`src/twdkm_pkg.sv`:
```
// Shared types, codes and constants for the two-wire display/key bus master.
`timescale 1ns / 1ps

package twdkm_pkg;

    // Field and port widths
    localparam int HALF_W      = 10;
    localparam int CMD_W       = 16;
    localparam int ACT_W       = 2;
    localparam int BYTE_W      = 8;
    localparam int BIT_IDX_W   = 4;
    localparam int CFG_IDX_W   = 8;
    localparam int DELAY_BITS_DEF = 10;

    // Queue between front and back
    localparam int QUEUE_DEPTH = 2;
    localparam int QPTR_W      = (QUEUE_DEPTH > 1) ? $clog2(QUEUE_DEPTH) : 1;
    localparam int QCNT_W      = $clog2(QUEUE_DEPTH + 1);

    // Register indexes on the config port
    localparam logic [CFG_IDX_W-1:0] REG_HALF_PERIOD = CFG_IDX_W'(0);
    localparam logic [CFG_IDX_W-1:0] REG_KEY_READ    = CFG_IDX_W'(1);

    // Register reset values
    localparam logic [HALF_W-1:0] HALF_PERIOD_RST = HALF_W'(6);
    localparam logic [CMD_W-1:0]  KEY_READ_RST    = CMD_W'(1792);

    // Action codes
    localparam logic [ACT_W-1:0] ACT_TICK  = 2'd0;
    localparam logic [ACT_W-1:0] ACT_WRITE = 2'd1;
    localparam logic [ACT_W-1:0] ACT_READ  = 2'd2;

    // Frame construction and key filtering
    localparam logic [1:0]        FRAME_TOP     = 2'b01;  // 0x40 marker
    localparam logic              FRAME_RD_BIT  = 1'b1;   // bit 0 on a read
    localparam logic              FRAME_WR_BIT  = 1'b0;
    localparam logic [BYTE_W-1:0] KEY_VALID_MSK = 8'h40;
    localparam logic [BYTE_W-1:0] KEY_NONE      = 8'hFF;
    localparam logic [BIT_IDX_W-1:0] BITS_PER_BYTE = BIT_IDX_W'(8);

    typedef enum logic [1:0] {
        KIND_TICK,
        KIND_WRITE,
        KIND_READ
    } t_kind;

    typedef enum logic [3:0] {
        PH_IDLE,
        PH_SSET,
        PH_SHOLD,
        PH_WLOW,
        PH_WHIGH,
        PH_ALOW,
        PH_AHIGH,
        PH_GAP,
        PH_RLOW,
        PH_RHIGH,
        PH_NLOW,
        PH_NHIGH,
        PH_PLOW,
        PH_PHIGH,
        PH_PREL
    } t_phase;

    // One classified tick as it sits in the queue
    typedef struct packed {
        t_kind             kind;
        logic [BYTE_W-1:0] first_byte;
        logic [BYTE_W-1:0] second_byte;
        logic              sda;
    } t_item;

    // One result beat
    typedef struct packed {
        logic              scl_level;
        logic              sda_pull_low;
        logic              busy;
        logic              rejected;
        logic              key_ready;
        logic [BYTE_W-1:0] key_code;
    } t_result;

    // Key code is only meaningful with bit 6 set and not all ones
    function automatic logic [BYTE_W-1:0] filter_key(input logic [BYTE_W-1:0] code);
        logic [BYTE_W-1:0] res;
        res = code;
        if ((code & KEY_VALID_MSK) == '0) res = '0;
        if (code == KEY_NONE) res = '0;
        return res;
    endfunction

endpackage

```
`src/twdkm_front.sv`:
```
// Front end: decodes the action and builds the address frame for each tick.
`timescale 1ns / 1ps

module twdkm_front (
    input  logic [twdkm_pkg::ACT_W-1:0]  i_action,
    input  logic [twdkm_pkg::CMD_W-1:0]  i_command_word,
    input  logic                         i_sda_level,
    input  logic [twdkm_pkg::CMD_W-1:0]  i_key_read_cmd,
    output twdkm_pkg::t_item             o_item
);
    import twdkm_pkg::*;

    // Address bits 12..8 land in frame bits 5..1, bit 6 of the frame is forced high
    always_comb begin
        o_item.sda         = i_sda_level;
        o_item.kind        = KIND_TICK;
        o_item.first_byte  = '0;
        o_item.second_byte = '0;
        unique case (i_action)
            ACT_WRITE: begin
                o_item.kind        = KIND_WRITE;
                o_item.first_byte  = {FRAME_TOP, i_command_word[12:8], FRAME_WR_BIT};
                o_item.second_byte = i_command_word[BYTE_W-1:0];
            end
            ACT_READ: begin
                o_item.kind       = KIND_READ;
                o_item.first_byte = {FRAME_TOP, i_key_read_cmd[12:8], FRAME_RD_BIT};
            end
            default: begin
                o_item.kind = KIND_TICK;
            end
        endcase
    end

endmodule

```
`src/twdkm_queue.sv`:
```
// Short FIFO that decouples the front end from the bus sequencer.
`timescale 1ns / 1ps

module twdkm_queue (
    input  logic              i_clk,
    input  logic              i_rst_n,
    input  logic              i_push_valid,
    output logic              o_push_ready,
    input  twdkm_pkg::t_item  i_push_item,
    output logic              o_pop_valid,
    input  logic              i_pop_ready,
    output twdkm_pkg::t_item  o_pop_item
);
    import twdkm_pkg::*;

    t_item              r_slot [QUEUE_DEPTH];
    logic [QPTR_W-1:0]  r_wr_ptr, n_wr_ptr;
    logic [QPTR_W-1:0]  r_rd_ptr, n_rd_ptr;
    logic [QCNT_W-1:0]  r_count,  n_count;
    logic               push, pop;

    assign o_push_ready = (r_count != QCNT_W'(QUEUE_DEPTH));
    assign o_pop_valid  = (r_count != '0);
    assign o_pop_item   = r_slot[r_rd_ptr];

    assign push = i_push_valid & o_push_ready;
    assign pop  = o_pop_valid & i_pop_ready;

    // Pointer wrap and occupancy
    always_comb begin
        n_wr_ptr = r_wr_ptr;
        n_rd_ptr = r_rd_ptr;
        n_count  = r_count;
        if (push) begin
            n_wr_ptr = (r_wr_ptr == QPTR_W'(QUEUE_DEPTH - 1)) ? '0 : r_wr_ptr + 1'b1;
        end
        if (pop) begin
            n_rd_ptr = (r_rd_ptr == QPTR_W'(QUEUE_DEPTH - 1)) ? '0 : r_rd_ptr + 1'b1;
        end
        if (push && !pop) begin
            n_count = r_count + 1'b1;
        end else if (pop && !push) begin
            n_count = r_count - 1'b1;
        end
    end

    always_ff @(posedge i_clk) begin
        if (!i_rst_n) begin
            r_wr_ptr <= '0;
            r_rd_ptr <= '0;
            r_count  <= '0;
        end else begin
            r_wr_ptr <= n_wr_ptr;
            r_rd_ptr <= n_rd_ptr;
            r_count  <= n_count;
        end
    end

    // Storage
    always_ff @(posedge i_clk) begin
        if (push) begin
            r_slot[r_wr_ptr] <= i_push_item;
        end
    end

endmodule

```
`src/twdkm_back.sv`:
```
// Back end: bus phase sequencer, one tick per beat, with a registered result.
`timescale 1ns / 1ps

module twdkm_back #(
    parameter int DELAY_BITS = twdkm_pkg::DELAY_BITS_DEF
) (
    input  logic                          i_clk,
    input  logic                          i_rst_n,
    input  logic                          i_item_valid,
    output logic                          o_item_ready,
    input  twdkm_pkg::t_item              i_item,
    input  logic [twdkm_pkg::HALF_W-1:0]  i_half_period,
    output logic                          o_res_valid,
    input  logic                          i_res_ready,
    output twdkm_pkg::t_result            o_res
);
    import twdkm_pkg::*;

    t_phase                 r_phase, n_phase;
    logic [DELAY_BITS-1:0]  r_tick, n_tick;
    logic [BIT_IDX_W-1:0]   r_bit, n_bit;
    logic                   r_byte, n_byte;
    logic [BYTE_W-1:0]      r_shift, n_shift;
    logic [BYTE_W-1:0]      r_second, n_second;
    logic                   r_is_read, n_is_read;
    logic                   r_line_pull, n_line_pull;
    logic                   r_res_valid;
    t_result                r_res, n_res;

    logic [HALF_W+DELAY_BITS-1:0] half_ext;
    logic [DELAY_BITS-1:0]        hp;
    logic [DELAY_BITS:0]          tick_inc;
    logic                         last;
    logic                         fire;

    assign o_item_ready = !r_res_valid || i_res_ready;
    assign fire         = i_item_valid && o_item_ready;
    assign o_res_valid  = r_res_valid;
    assign o_res        = r_res;

    // Phase length, masked to the counter width, zero behaves as one
    always_comb begin
        half_ext = {{DELAY_BITS{1'b0}}, i_half_period};
        hp       = half_ext[DELAY_BITS-1:0];
        if (hp == '0) hp = DELAY_BITS'(1);
    end

    // One tick of the sequencer
    always_comb begin
        n_phase     = r_phase;
        n_tick      = r_tick;
        n_bit       = r_bit;
        n_byte      = r_byte;
        n_shift     = r_shift;
        n_second    = r_second;
        n_is_read   = r_is_read;
        n_line_pull = r_line_pull;
        n_res       = '0;
        n_res.scl_level = 1'b1;
        tick_inc    = '0;
        last        = 1'b0;

        // command start or rejection
        if (i_item.kind != KIND_TICK) begin
            if (r_phase != PH_IDLE) begin
                n_res.rejected = 1'b1;
            end else begin
                n_is_read = (i_item.kind == KIND_READ);
                n_shift   = i_item.first_byte;
                n_second  = i_item.second_byte;
                n_byte    = 1'b0;
                n_bit     = '0;
                n_tick    = '0;
                n_phase   = PH_SSET;
            end
        end

        if (n_phase == PH_IDLE) begin
            n_line_pull = 1'b0;
        end else begin
            n_res.busy = 1'b1;
            // line levels for this phase
            unique case (n_phase)
                PH_SSET:  begin n_res.scl_level = 1'b1; n_res.sda_pull_low = 1'b0; end
                PH_SHOLD: begin n_res.scl_level = 1'b1; n_res.sda_pull_low = 1'b1; end
                PH_WLOW:  begin n_res.scl_level = 1'b0; n_res.sda_pull_low = ~n_shift[7]; end
                PH_WHIGH: begin n_res.scl_level = 1'b1; n_res.sda_pull_low = ~n_shift[7]; end
                PH_ALOW:  begin n_res.scl_level = 1'b0; n_res.sda_pull_low = 1'b0; end
                PH_AHIGH: begin n_res.scl_level = 1'b1; n_res.sda_pull_low = 1'b0; end
                PH_GAP:   begin n_res.scl_level = 1'b0; n_res.sda_pull_low = n_line_pull; end
                PH_RLOW:  begin n_res.scl_level = 1'b0; n_res.sda_pull_low = 1'b0; end
                PH_RHIGH: begin n_res.scl_level = 1'b1; n_res.sda_pull_low = 1'b0; end
                PH_NLOW:  begin n_res.scl_level = 1'b0; n_res.sda_pull_low = 1'b0; end
                PH_NHIGH: begin n_res.scl_level = 1'b1; n_res.sda_pull_low = 1'b0; end
                PH_PLOW:  begin n_res.scl_level = 1'b0; n_res.sda_pull_low = 1'b1; end
                PH_PHIGH: begin n_res.scl_level = 1'b1; n_res.sda_pull_low = 1'b1; end
                default:  begin n_res.scl_level = 1'b1; n_res.sda_pull_low = 1'b0; end
            endcase
            n_line_pull = n_res.sda_pull_low;

            tick_inc = {1'b0, n_tick} + 1'b1;
            last     = (tick_inc >= {1'b0, hp});
            if (!last) begin
                n_tick = tick_inc[DELAY_BITS-1:0];
            end else begin
                n_tick = '0;
                // phase advance
                unique case (n_phase)
                    PH_SSET:  n_phase = PH_SHOLD;
                    PH_SHOLD: begin
                        n_bit   = '0;
                        n_phase = PH_WLOW;
                    end
                    PH_WLOW:  n_phase = PH_WHIGH;
                    PH_WHIGH: begin
                        n_shift = {n_shift[BYTE_W-2:0], 1'b0};
                        n_bit   = n_bit + 1'b1;
                        n_phase = (n_bit >= BITS_PER_BYTE) ? PH_ALOW : PH_WLOW;
                    end
                    PH_ALOW:  n_phase = PH_AHIGH;
                    PH_AHIGH: begin
                        // master mirrors the slave's ack on the data line
                        n_line_pull = !i_item.sda;
                        if (n_is_read) begin
                            n_phase = PH_GAP;
                        end else if (!n_byte) begin
                            n_byte  = 1'b1;
                            n_shift = n_second;
                            n_bit   = '0;
                            n_phase = PH_WLOW;
                        end else begin
                            n_phase = PH_PLOW;
                        end
                    end
                    PH_GAP: begin
                        n_shift = '0;
                        n_bit   = '0;
                        n_phase = PH_RLOW;
                    end
                    PH_RLOW:  n_phase = PH_RHIGH;
                    PH_RHIGH: begin
                        n_shift = {n_shift[BYTE_W-2:0], i_item.sda};
                        n_bit   = n_bit + 1'b1;
                        n_phase = (n_bit >= BITS_PER_BYTE) ? PH_NLOW : PH_RLOW;
                    end
                    PH_NLOW:  n_phase = PH_NHIGH;
                    PH_NHIGH: n_phase = PH_PLOW;
                    PH_PLOW:  n_phase = PH_PHIGH;
                    PH_PHIGH: n_phase = PH_PREL;
                    default: begin
                        if (n_is_read) begin
                            n_res.key_ready = 1'b1;
                            n_res.key_code  = filter_key(n_shift);
                        end
                        n_phase = PH_IDLE;
                    end
                endcase
            end
        end
    end

    // Sequencer state
    always_ff @(posedge i_clk) begin
        if (!i_rst_n) begin
            r_phase     <= PH_IDLE;
            r_tick      <= '0;
            r_bit       <= '0;
            r_byte      <= 1'b0;
            r_shift     <= '0;
            r_second    <= '0;
            r_is_read   <= 1'b0;
            r_line_pull <= 1'b0;
        end else if (fire) begin
            r_phase     <= n_phase;
            r_tick      <= n_tick;
            r_bit       <= n_bit;
            r_byte      <= n_byte;
            r_shift     <= n_shift;
            r_second    <= n_second;
            r_is_read   <= n_is_read;
            r_line_pull <= n_line_pull;
        end
    end

    // Result register
    always_ff @(posedge i_clk) begin
        if (!i_rst_n) begin
            r_res_valid <= 1'b0;
        end else if (fire) begin
            r_res_valid <= 1'b1;
        end else if (i_res_ready) begin
            r_res_valid <= 1'b0;
        end
    end

    always_ff @(posedge i_clk) begin
        if (fire) begin
            r_res <= n_res;
        end
    end

endmodule

```
`src/two_wire_display_key_master.sv`:
```
// Top level: two-wire display/key bus master with config registers.
//
//  Channel  Direction  Handshake                  Payload
//  in       to block   i_in_valid / o_in_ready    i_action, i_command_word, i_sda_level
//  out      from block o_out_valid / i_out_ready  o_scl_level, o_sda_pull_low, o_busy_res,
//                                                 o_rejected, o_key_ready, o_key_code
//  cfg      to block   i_cfg_valid / o_cfg_ready  i_cfg_index, i_cfg_data
//
// One tick beat per cycle sustained while the output is not stalled; a taken beat passes
// through the queue register, then the sequencer's result register.
// Synchronous active-low reset clears queue and sequencer, presets config registers.
// An output stall holds the result register; the two-entry queue keeps taking ticks
// until full, then o_in_ready drops. Config writes are always taken.
`timescale 1ns / 1ps

module two_wire_display_key_master #(
    parameter int DELAY_BITS = twdkm_pkg::DELAY_BITS_DEF
) (
    input  logic                             i_clk,
    input  logic                             i_rst_n,
    input  logic                             i_in_valid,
    output logic                             o_in_ready,
    input  logic [twdkm_pkg::ACT_W-1:0]      i_action,
    input  logic [twdkm_pkg::CMD_W-1:0]      i_command_word,
    input  logic                             i_sda_level,
    output logic                             o_out_valid,
    input  logic                             i_out_ready,
    output logic                             o_scl_level,
    output logic                             o_sda_pull_low,
    output logic                             o_busy_res,
    output logic                             o_rejected,
    output logic                             o_key_ready,
    output logic [twdkm_pkg::BYTE_W-1:0]     o_key_code,
    input  logic                             i_cfg_valid,
    output logic                             o_cfg_ready,
    input  logic [twdkm_pkg::CFG_IDX_W-1:0]  i_cfg_index,
    input  logic [twdkm_pkg::CMD_W-1:0]      i_cfg_data
);
    import twdkm_pkg::*;

    logic [HALF_W-1:0] r_half_period;
    logic [CMD_W-1:0]  r_key_read_cmd;
    t_item             front_item;
    t_item             q_item;
    logic              q_valid;
    logic              q_ready;
    t_result           res;

    // Config registers
    assign o_cfg_ready = 1'b1;

    always_ff @(posedge i_clk) begin
        if (!i_rst_n) begin
            r_half_period  <= HALF_PERIOD_RST;
            r_key_read_cmd <= KEY_READ_RST;
        end else if (i_cfg_valid) begin
            if (i_cfg_index == REG_HALF_PERIOD) begin
                r_half_period <= i_cfg_data[HALF_W-1:0];
            end else if (i_cfg_index == REG_KEY_READ) begin
                r_key_read_cmd <= i_cfg_data;
            end
        end
    end

    twdkm_front u_front (
        .i_action       (i_action),
        .i_command_word (i_command_word),
        .i_sda_level    (i_sda_level),
        .i_key_read_cmd (r_key_read_cmd),
        .o_item         (front_item)
    );

    twdkm_queue u_queue (
        .i_clk        (i_clk),
        .i_rst_n      (i_rst_n),
        .i_push_valid (i_in_valid),
        .o_push_ready (o_in_ready),
        .i_push_item  (front_item),
        .o_pop_valid  (q_valid),
        .i_pop_ready  (q_ready),
        .o_pop_item   (q_item)
    );

    twdkm_back #(
        .DELAY_BITS (DELAY_BITS)
    ) u_back (
        .i_clk         (i_clk),
        .i_rst_n       (i_rst_n),
        .i_item_valid  (q_valid),
        .o_item_ready  (q_ready),
        .i_item        (q_item),
        .i_half_period (r_half_period),
        .o_res_valid   (o_out_valid),
        .i_res_ready   (i_out_ready),
        .o_res         (res)
    );

    assign o_scl_level    = res.scl_level;
    assign o_sda_pull_low = res.sda_pull_low;
    assign o_busy_res     = res.busy;
    assign o_rejected     = res.rejected;
    assign o_key_ready    = res.key_ready;
    assign o_key_code     = res.key_code;

endmodule
```
`config.mk`:
```
export PLATFORM = sky130hd
export DESIGN_NAME = two_wire_display_key_master
export DESIGN_NICKNAME = d
export VERILOG_FILES = /design/src/twdkm_pkg.sv /design/src/twdkm_front.sv /design/src/twdkm_queue.sv /design/src/twdkm_back.sv /design/src/two_wire_display_key_master.sv
export SDC_FILE = /design/constraint.sdc
export NUM_CORES = 1
export LEC_CHECK = 0
export ABC_CLOCK_PERIOD_IN_PS = 5100
export BUFFER_PORTS_ARGS = -buffer_cell sky130_fd_sc_hd__buf_4
export CAP_MARGIN = 20
export CORE_MARGIN = 1.5
export CORE_UTILIZATION = 40
export DETAILED_ROUTE_END_ITERATION = 12
export PLACE_DENSITY_LB_ADDON = 0.25
export SLEW_MARGIN = 25
export SYNTH_ARGS = -nofsm -noshare
export SYNTH_HDL_FRONTEND = slang
export SYNTH_SLANG_ARGS = --single-unit
```
`constraint.sdc`:
```
create_clock -name i_clk -period 5.1 [get_ports i_clk]
set_clock_uncertainty 0.05 [all_clocks]
set_input_delay 1.02 -clock i_clk [delete_from_list [all_inputs] [get_ports i_clk]]
set_output_delay 1.02 -clock i_clk [all_outputs]
set_load 0.02 [all_outputs]
```
Yosys cells after proc, flatten, opt, wreduce, memory -nomap -nowiden

Memory sizes are Yosys's and may differ from the RTL's. A register that Yosys moved wholly into a read port is not among the register bits.
Cells that the tools add are included.

Register bits after elaboration: 78
Output and inout bits: 16
Memories kept: 1
Memory bits (writable): 36
Word-level logic and storage cells: 139

Memory list:

| name           | words | width | read ports | clocked after Yosys merged registers in | wr ports | line              | text |
|---|---|---|---|---|---|---|---|
| u_queue.r_slot | 2     | 18    | 1          | 1                                       | 1        | twdkm_queue.sv:16 | `t_item r_slot [QUEUE_DEPTH];` |

Magnitude comparators: 2
Bitwise gates (word level): 6
Reduce and logical (&&, ||, !) cells: 25
Add/sub/neg operators: 6
Muxes and demuxes: 60
Eq/ne operators: 19

Operator list:

| operator                                                        | count |
|---|---|
| 8-bit two-way mux                                               | 11 |
| 4-bit case mux with 13 select lines                             | 1 |
| 10-bit two-way mux                                              | 5 |
| 4-bit two-way mux                                               | 12 |
| 8-bit case mux with 4 select lines                              | 1 |
| 4-bit == test, second input constant                            | 6 |
| 1-bit two-way mux                                               | 21 |
| 18-bit OR reduction                                             | 1 |
| 4-bit by 3-bit == test with 1-bit output, second input constant | 4 |
| 8-bit zero test                                                 | 2 |
| 15-bit OR reduction                                             | 1 |
| 7-bit case mux with 2 select lines                              | 1 |
| 2-bit case mux with 6 select lines                              | 1 |
| 4-bit case mux with 3 select lines                              | 1 |
| 10-bit by 1-bit adder with 11-bit output, second input constant | 1 |
| 11-bit by 10-bit greater-or-equal comparator with 1-bit output  | 1 |
| 10-bit zero test                                                | 1 |
| 9-bit two-way mux                                               | 1 |
| 4-bit by 2-bit == test with 1-bit output, second input constant | 2 |
| 8-bit by 1-bit == test with 1-bit output, second input constant | 1 |
| 8-bit == test, second input constant                            | 1 |
| 2-bit nonzero test                                              | 4 |
| 2-bit two-way mux                                               | 3 |
| 2-bit OR reduction                                              | 3 |
| 21 further kinds                                                | 32 |

Logic depth before layout (Yosys ltp)

Gate-level depths: netlist of run 1.

Depth after elaboration: 9
Mapped depth: 19

Modules after synthesis

Synthesis of run 1 repeated with hierarchy kept, for this count alone.

Cell total of the unflattened synthesis: 589
Area total of the unflattened synthesis: 5,998.3 um^2

By module, submodules not included:

| module                      | times used | area each (um^2) | cells each |
|---|---|---|---|
| twdkm_back                  | 1          | 3,098.0          | 364 |
| twdkm_queue                 | 1          | 1,610.3          | 83 |
| two_wire_display_key_master | 1          | 1,079.8          | 112 |
| twdkm_front                 | 1          | 210.2            | 30 |

Worst setup path before layout of run 1

OpenSTA, ideal clock, no wires.

Path type: reg2reg
From: register u_back.r_phase[2]
To: register u_back.r_res (netlist bit u_back.o_res[1]), data pin
Buffers on the path: 4
Setup slack: 1,018 ps
Period minus slack after synthesis: 4,082 ps
Library setup time: 136 ps
Arrival: 3,896 ps
Stages on the path, launching flop included: 20
Path through: dfxtp_1 -> clkbuf_1 -> or4_4 -> a211o_1 -> buf_6 -> clkbuf_1 -> and2_1 -> ha_1 -> nand3_1 -> nor3_1 -> xnor2_1 -> nor2_1 -> ha_1 -> o21ai_0 -> a211oi_1 -> a22oi_1 -> and2_1 -> or4b_1 -> buf_2 -> nor2_2

Word-level cells in the longest chain between the ends: 7
Elaborated cells between the ends (all ways): 30
Those cells by class: add/sub: 1; order compare: 1; eq/ne: 14; mux: 8; bitwise: 2; reduce/logical: 4

Ends and longest elaborated chain:

| item                                                           | line              | text |
|---|---|---|
| start: declaration                                             | twdkm_back.sv:19  | `t_phase r_phase, n_phase;` |
| start signal: assignment                                       | twdkm_back.sv:174 | `r_phase <= n_phase;` |
| 4-bit nonzero test                                             | twdkm_back.sv:65  | `if (r_phase != PH_IDLE) begin` |
| 10-bit two-way mux                                             | twdkm_back.sv:65  |  |
| 10-bit two-way mux                                             | twdkm_back.sv:64  | `if (i_item.kind != KIND_TICK) begin` |
| 10-bit by 1-bit adder with 11-bit output                       | twdkm_back.sv:101 | `tick_inc = {1'b0, n_tick} + 1'b1;` |
| 11-bit by 10-bit greater-or-equal comparator with 1-bit output | twdkm_back.sv:102 | `last = (tick_inc >= {1'b0, hp});` |
| 1-bit inverter (no source line)                                | -                 |  |
| 18-bit OR reduction (no source line)                           | -                 |  |
| end signal: assignment                                         | twdkm_back.sv:198 | `r_res <= n_res;` |
| end: declaration                                               | twdkm_back.sv:28  | `t_result r_res, n_res;` |

Parallel ways exist; a longest one is shown, timed or not.
A chain may end at the register's enable or synchronous reset.

Final worst setup path of run 1

From: register u_back.r_phase[0]
To: register u_back.r_shift[6]

Word-level cells in the longest chain between the ends: 8
Elaborated cells between the ends (all ways): 25
Those cells by class: add/sub: 1; order compare: 1; eq/ne: 4; mux: 17; reduce/logical: 2

Ends and longest elaborated chain:

| item                                                                                             | line              | text |
|---|---|---|
| parallel branches: the longest is 7 deep, another holds 10-bit by 1-bit adder with 11-bit output | -                 |  |
| 8-bit two-way mux (*)                                                                            | twdkm_back.sv:78  | `if (n_phase == PH_IDLE) begin` |
| end signal: assignment                                                                           | twdkm_back.sv:178 | `r_shift <= n_shift;` |
| end: declaration                                                                                 | twdkm_back.sv:23  | `logic [BYTE_W-1:0] r_shift, n_shift;` |

Mark *: on every way between the ends.

==> run summary, run 1 <==
Leak -> 2.35 nW
H-tree depth -> 3
Post-CTS Setup Inserts -> 0
CP max-delay cell -> or4_4
CTS tree -> built
maximum VDD drop -> 0.000210 V
Clk Latency, worst-skew pair -> 0.34 ns
fillers -> 1199
number of remaining DRC errors -> 0
layout cells sized above 1 -> 17.1%
RSZ-0062 raised after global routing -> false
antenna cells -> 0
CTS Root Cell -> clkbuf_16
Tightest Pin Transition -> 0.925 ns
Top FF cell, synth -> dfxtp_1
Pwr Density -> 436 mW/mm2
hold crit path type -> flop to flop
Mapped Nets -> 593
register area share after synthesis -> 49.3%
Synth Cell Area -> 0.00522 mm2
FFs w/ async S/R, synth -> 0%
Synth Warn # -> 0
post-route clock period utilization -> 90.0%
Synth Register Bits -> 105
DRT Wirelength -> 11000 um
Longest Clk Path Bufs -> 2
status -> complete, no violations
Routed Antenna Nets -> 0
Post-CTS Hold Buffers -> 0
Crit path required time -> 5.26 ns
Congestion Overflow GR -> 0
CP peak stage delay -> 0.65 ns
final hold vios -> 0
# IOs -> 64
min cycle time layout -> 4.59 ns
WL met2 -> 5190 um
final cell count without fillers -> 750
Top Family by Delay on Critical Path -> simple AND/OR/NAND/NOR gates
initial antenna violation count -> 0
maximum fanout along the worst path -> 16
Synth cell types -> 57
Post-synth EDFFs -> 47
number of global-route vias before repair -> 3757
Syn Inst Count -> 528
largest net degree at the start of global routing -> 54
Critical Path Start Type -> flop
Core Area -> 0.0127 mm2
# rows -> 41
die area -> 0.0137 mm2
Worst path most repeated cell -> ha_1
Max Fclk -> 0.218 GHz
Top Metal Used -> met4
first-pass GRT wire length -> 18400 um
CTS resizes -> 0
max-slew violation count -> 0
Num CTS Buffers -> 9
placed cells -> 734
Final Net Count -> 638
Starting DRT DRC Count -> 177
Max Cap Viol -> 0
drt pass-1 iters -> 4
WS Path Type -> flop to flop
Worst Path Arrival -> 4.75 ns
CTS sink cnt -> 105
Avg WL per Cell -> 14.6 um
total track usage -> 17.1%
Layout area overhead -> 16.8%
Die Y -> 117 um
clock transition at the registers of the reported paths -> 0.07 ns
hpwl dp -> 7840 um
DIE WIDTH -> 117 um
critical path cell sequence -> or4_4 > a211o_1 > and2_1 > ha_1 > nand3_1 > nor3_1 > xnor2_1 > nor2_1 > ha_1 > o21ai_0 > a211oi_1 > a22oi_1 > nand2_1 > nand4_1 > o221ai_1
Syn Area/Cell -> 9.88 um2
initial core utilization -> 41.2%
Slew headroom -> 38.3%
sum of negative setup slack -> 0 ns
Final GP Congestion -> 0.796
# setup viols final -> 0
I/O Buffers -> 56
Routed met1 length -> 5270 um
WP buf/inv -> 0
CP Capture Type -> flop
vias per cell -> 5.24
Vias -> 3932
WL met3 -> 430 um
worst min-delay path, delay by kind of cell, from the launching register on:
kind / cells / cell delay (ns)
simple gates: 1 / 0.05
flops: 1 / 0.34
compound gates: 1 / 0.07
Yosys cell counts, types with 2 or more instances:
cell type  count  share of area, %
nand2_1       59               4.2
a31o_2         3              0.50
buf_1          3              0.22
nand3_1       16               1.5
o211ai_1       5              0.72
and2_1        20               2.4
mux2_2         3              0.65
nor3_1        11               1.1
o21a_1         4              0.58
buf_2          7              0.67
nand2b_1       4              0.48
and3_1         2              0.24
a211oi_1       2              0.29
nor4_1         4              0.48
nor2_1        43               3.1
a21oi_1       19               1.8
o21ai_0       18               1.7
or2_2          3              0.36
edfxtp_1      47                27
a32o_1         5              0.96
a21o_1         2              0.29
inv_1         18               1.3
nor2b_1       13               1.6
mux2i_1       29               5.6
o211a_1        8               1.5
nor2_2         6              0.72
nand4_1        5              0.60
dfxtp_1       58                22
xnor2_1        6               1.0
xor2_1         6               1.0
o22ai_1        3              0.36
o22a_1         6               1.0
o221ai_1       8               1.3
or3_1          3              0.36
clkbuf_1      18               1.3
a21boi_0      12               1.7
a22oi_1        9               1.3
a31oi_1        5              0.60
ha_1          17               4.1
metal layers:
layer	global-route usage, %	up-vias
li1	-	1998
met1	23.2	1831
met2	28.5	98
met3	2.83	5
met4	4.58	0
met5	0	-
cell usage in the layout (no fill, tap or decap), drive strengths merged, types with 13 or more instances in the layout:
| cell type | synthesis | routed |
|---|---|---|
| buf | 12 | 64 |
| nand2 | 60 | 60 |
| dfxtp | 58 | 58 |
| nor2 | 49 | 49 |
| edfxtp | 47 | 47 |
| mux2i | 29 | 29 |
| inv | 18 | 21 |
| and2 | 20 | 20 |
| a21oi | 19 | 19 |
| o21ai | 18 | 18 |
| ha | 17 | 17 |
| nand3 | 16 | 16 |
| nor2b | 13 | 13 |
stage by stage:
stage | hold slack (ns) | setup slack (ns) | cell area [um2] | power [mW] | util (%)
after floorplan | 0.375 | 1.02 | 5220 | 1.71 | -
after global placement | 0.396 | 0.660 | 5780 | 1.94 | 45.6
after detailed placement | 0.421 | 0.582 | 5780 | 1.96 | 45.6
after CTS | 0.440 | 0.558 | 6090 | 2.68 | 48.1
after global routing | 0.473 | 0.250 | 6090 | 2.81 | 48.1
final | 0.447 | 0.512 | 6090 | 2.65 | 48.1
worst paths after layout:
check | from | to | slack [ns] | cells past startpoint
worst max register to register | u_back.r_phase[0] | u_back.r_shift[6] | 0.51 | 15
worst max-delay path | u_back.r_phase[0] | u_back.r_shift[6] | 0.51 | 15
worst min register to register | u_back.r_line_pull | u_back.r_line_pull | 0.45 | 2
worst min-delay path | u_back.r_line_pull | u_back.r_line_pull | 0.45 | 2
sequential cells by signal, summed over array words and instances, names as in the netlist, named ones only:
register            flops
u_queue.r_slot         34
u_back.o_res           13
r_half_period          10
u_back.r_tick          10
u_back.r_second         8
u_back.r_shift          8
r_key_read_cmd          5
u_back.r_bit            4
u_back.r_phase          4
u_queue.r_count         2
u_back.o_res_valid      1
u_back.r_byte           1
u_back.r_is_read        1
u_back.r_line_pull      1
u_queue.r_rd_ptr        1
u_queue.r_wr_ptr        1
logic make-up (layout without fill, tap and decap cells):
logic type / Yosys count / in the layout / synth area share [%]
other cells: 1 / 1 / 0.0719
xor+xnor: 12 / 12 / 2.01
flops: 105 / 105 / 49.3
buf+inv: 49 / 99 / 3.91
simple gates: 195 / 195 / 18.2
fa+ha+maj: 17 / 17 / 4.08
compound gates: 117 / 117 / 16.2
mux: 32 / 32 / 6.21
area by class of cell:
class	instances	area (um2)	area share, %
Clock buffer	10	229	3.76
Timing Repair Buffer	64	480	7.88
Tap cell	172	215	3.53
Inverter	19	71.3	1.17
Clock inverter	6	83.8	1.38
Multi-Input combinational cell	374	2440	40.1
Sequential cell	105	2570	42.2
power by group:
group	total (mW)	internal (mW)	switching, mW
sequential	1.14	1.05	0.0856
clock	0.715	0.393	0.322
combinational	0.800	0.294	0.506
total	2.65	1.74	0.913
(Power assumes the default switching activity.)
==> inputs of run 2 (changes only) <==
- CORE_MARGIN: 1.5 -> 5
==> run 2 against run 1 <==
  * First-iteration DRC count grew 37%
  * Register-to-register slack gained 0.04 ns
  * Hold slack got worse by 0.011 ns
  * Non-clock buffer count down 1
  * Combinational power barely moved
  * Cell count decreased by 0.13%
  * Critical endpoint is now u_back.o_res[1]
==> run summary, run 2 (synthesis gave the netlist of run 1 again) <==
CP max-delay cell -> or4b_1
Routed Antenna Nets -> 0
hold depth -> 2
total track usage -> 15.0%
CP peak stage delay -> 0.74 ns
Post-CTS Setup Inserts -> 0
status -> complete, no violations
CTS Root Cell -> clkbuf_16
largest net degree at the start of global routing -> 54
clock transition at the registers of the reported paths -> 0.08 ns
Reg2Reg Setup Slack -> 0.56 ns
vias per cell -> 5.23
cell internal pwr -> 1.70 mW
maximum fanout along the worst path -> 16
hold crit path type -> flop to flop
CTS sink cnt -> 105
CTS resizes -> 0
Die Y -> 124 um
Leak -> 2.34 nW
Top Family by Delay on Critical Path -> simple AND/OR/NAND/NOR gates
Critical Path Start Type -> flop
sum of negative setup slack -> 0 ns
commonest non-fill, non-tap cells in the layout -> buf_4, nand2_1, dfxtp_1
number of remaining DRC errors -> 0
initial core utilization -> 41.0%
Reg2Reg Depth -> 15
WS Path Type -> flop to flop
Clk Latency, worst-skew pair -> 0.35 ns
commonest non-fill, non-tap cell in the layout -> buf_4
Worst Path Arrival -> 4.70 ns
CTS tree -> built
Crit path required time -> 5.26 ns
hpwl dp -> 7940 um
maximum VDD drop -> 0.000182 V
NetSw -> 0.936 mW
clock share of power -> 26.4%
Largest register FFs -> 34
die area -> 0.0154 mm2
Sequential Power Share -> 43.2%
Final Net Count -> 637
Tightest Pin Transition -> 0.951 ns
first-pass GRT wire length -> 18300 um
Starting DRT DRC Count -> 243
reg2reg start -> u_back.r_phase[0]
# setup viols final -> 0
critical path cell sequence -> or4_4 > a211o_1 > and2_1 > ha_1 > nand3_1 > nor3_1 > xnor2_1 > nor2_1 > ha_1 > o21ai_0 > a211oi_1 > a22oi_1 > and2_1 > or4b_1 > nor2_2
max-slew violation count -> 0
Endpoint, Worst Hold -> r_key_read_cmd[10]
Sw Share -> 35.5%
number of global-route vias before repair -> 3718
fillers -> 1223
RSZ-0062 raised after global routing -> false
Pwr Density -> 433 mW/mm2
WP buf/inv -> 0
# rows -> 41
# IOs -> 64
FF-to-FF End -> u_back.o_res[1]
antenna cells -> 0
Vias -> 3920
Core Area -> 0.0127 mm2
fin util -> 47.8%
Hold Path Origin -> r_key_read_cmd[10]
Num CTS Buffers -> 9
drt pass-1 iters -> 4
Avg WL per Cell -> 15.0 um
Max Fclk -> 0.220 GHz
Reg with most FFs -> u_queue.r_slot
I/O Buffers -> 56
CP Capture Type -> flop
layout cells sized above 1 -> 17.2%
DRT Wirelength -> 11200 um
final hold vios -> 0
Final GP Congestion -> 0.866
Longest Clk Path Bufs -> 2
Congestion Overflow GR -> 0
Post-CTS Hold Buffers -> 0
Max Cap Viol -> 0
H-tree depth -> 3
combinational power share -> 30.4%
post-route clock period utilization -> 89.1%
DIE WIDTH -> 124 um
Slew headroom -> 36.6%
WP depth -> 15
Layout area overhead -> 16.6%
initial antenna violation count -> 0
min cycle time layout -> 4.54 ns
-- run 2: changes by cell type in the layout (fill, tap and decap cells not counted) --
| cell | change |
|---|---|
| bufinv_16 | -1 |
| buf_4 | -1 |
| clkinv_4 | -1 |
| clkinvlp_4 | +1 |
| inv_8 | +1 |
| clkinv_8 | +1 |
| clkbuf_1 | -1 |
-- run 2: final cells by class --
class | instances | area (um2) | area share [%]
inverter | 19 | 71.3 | 1.17
clock inverter | 7 | 80.1 | 1.32
sequential | 105 | 2570 | 42.3
tap | 172 | 215 | 3.54
timing repair buffer | 63 | 473 | 7.78
clock buffer | 9 | 225 | 3.70
multi-input combinational | 374 | 2440 | 40.2
-- run 2: through the flow --
stage | hold slack [ns] | instance area [um2] | std cells | total power, mW | setup WS [ns]
finish | 0.435 | 6080 | 749 | 2.63 | 0.556
global route | 0.458 | 6080 | 749 | 2.79 | 0.345
CTS | 0.439 | 6080 | 749 | 2.66 | 0.567
detailed placement | 0.418 | 5770 | 733 | 1.96 | 0.584
global placement | 0.396 | 5770 | 733 | 1.94 | 0.654
floorplan | 0.375 | 5220 | 528 | 1.71 | 1.02
-- run 2: worst register-to-register path, stage by stage (launching register included) --
cell and delay (ns):
dfxtp_1 0.47, or4_4 0.64, a211o_1 0.34, and2_1 0.19, ha_1 0.22, nand3_1 0.16
nor3_1 0.10, xnor2_1 0.15, nor2_1 0.09, ha_1 0.33, o21ai_0 0.09, a211oi_1 0.25
a22oi_1 0.18, and2_1 0.23, or4b_1 0.74, nor2_2 0.20
-- run 2: how the worst max path moves through the flow --
stage,start,end
floorplan,u_back.r_phase[2],u_back.o_res[1]
global placement,u_back.r_phase[0],u_back.o_res[2]
detailed placement,u_back.r_phase[0],u_back.o_res[1]
CTS,u_back.r_phase[0],u_back.o_res[1]
global route,u_back.r_phase[0],u_back.r_tick[0]
finish,u_back.r_phase[0],u_back.o_res[1]
-- run 2: per-layer routing --
layer	up-vias	global-route usage, %	wire length (um)
li1	1994	-	-
met1	1802	20.9	5310
met2	112	23.2	5050
met3	12	3.18	713
met4	0	5.00	144
met5	-	0	0
-- run 2: power by group through the flow --
stage	clock, mW	combinational [mW]	sequential, mW
floorplan	0	0.521	1.19
global placement	0	0.791	1.15
detailed placement	0	0.806	1.16
CTS	0.710	0.810	1.14
global route	0.743	0.890	1.16
finish	0.696	0.801	1.14
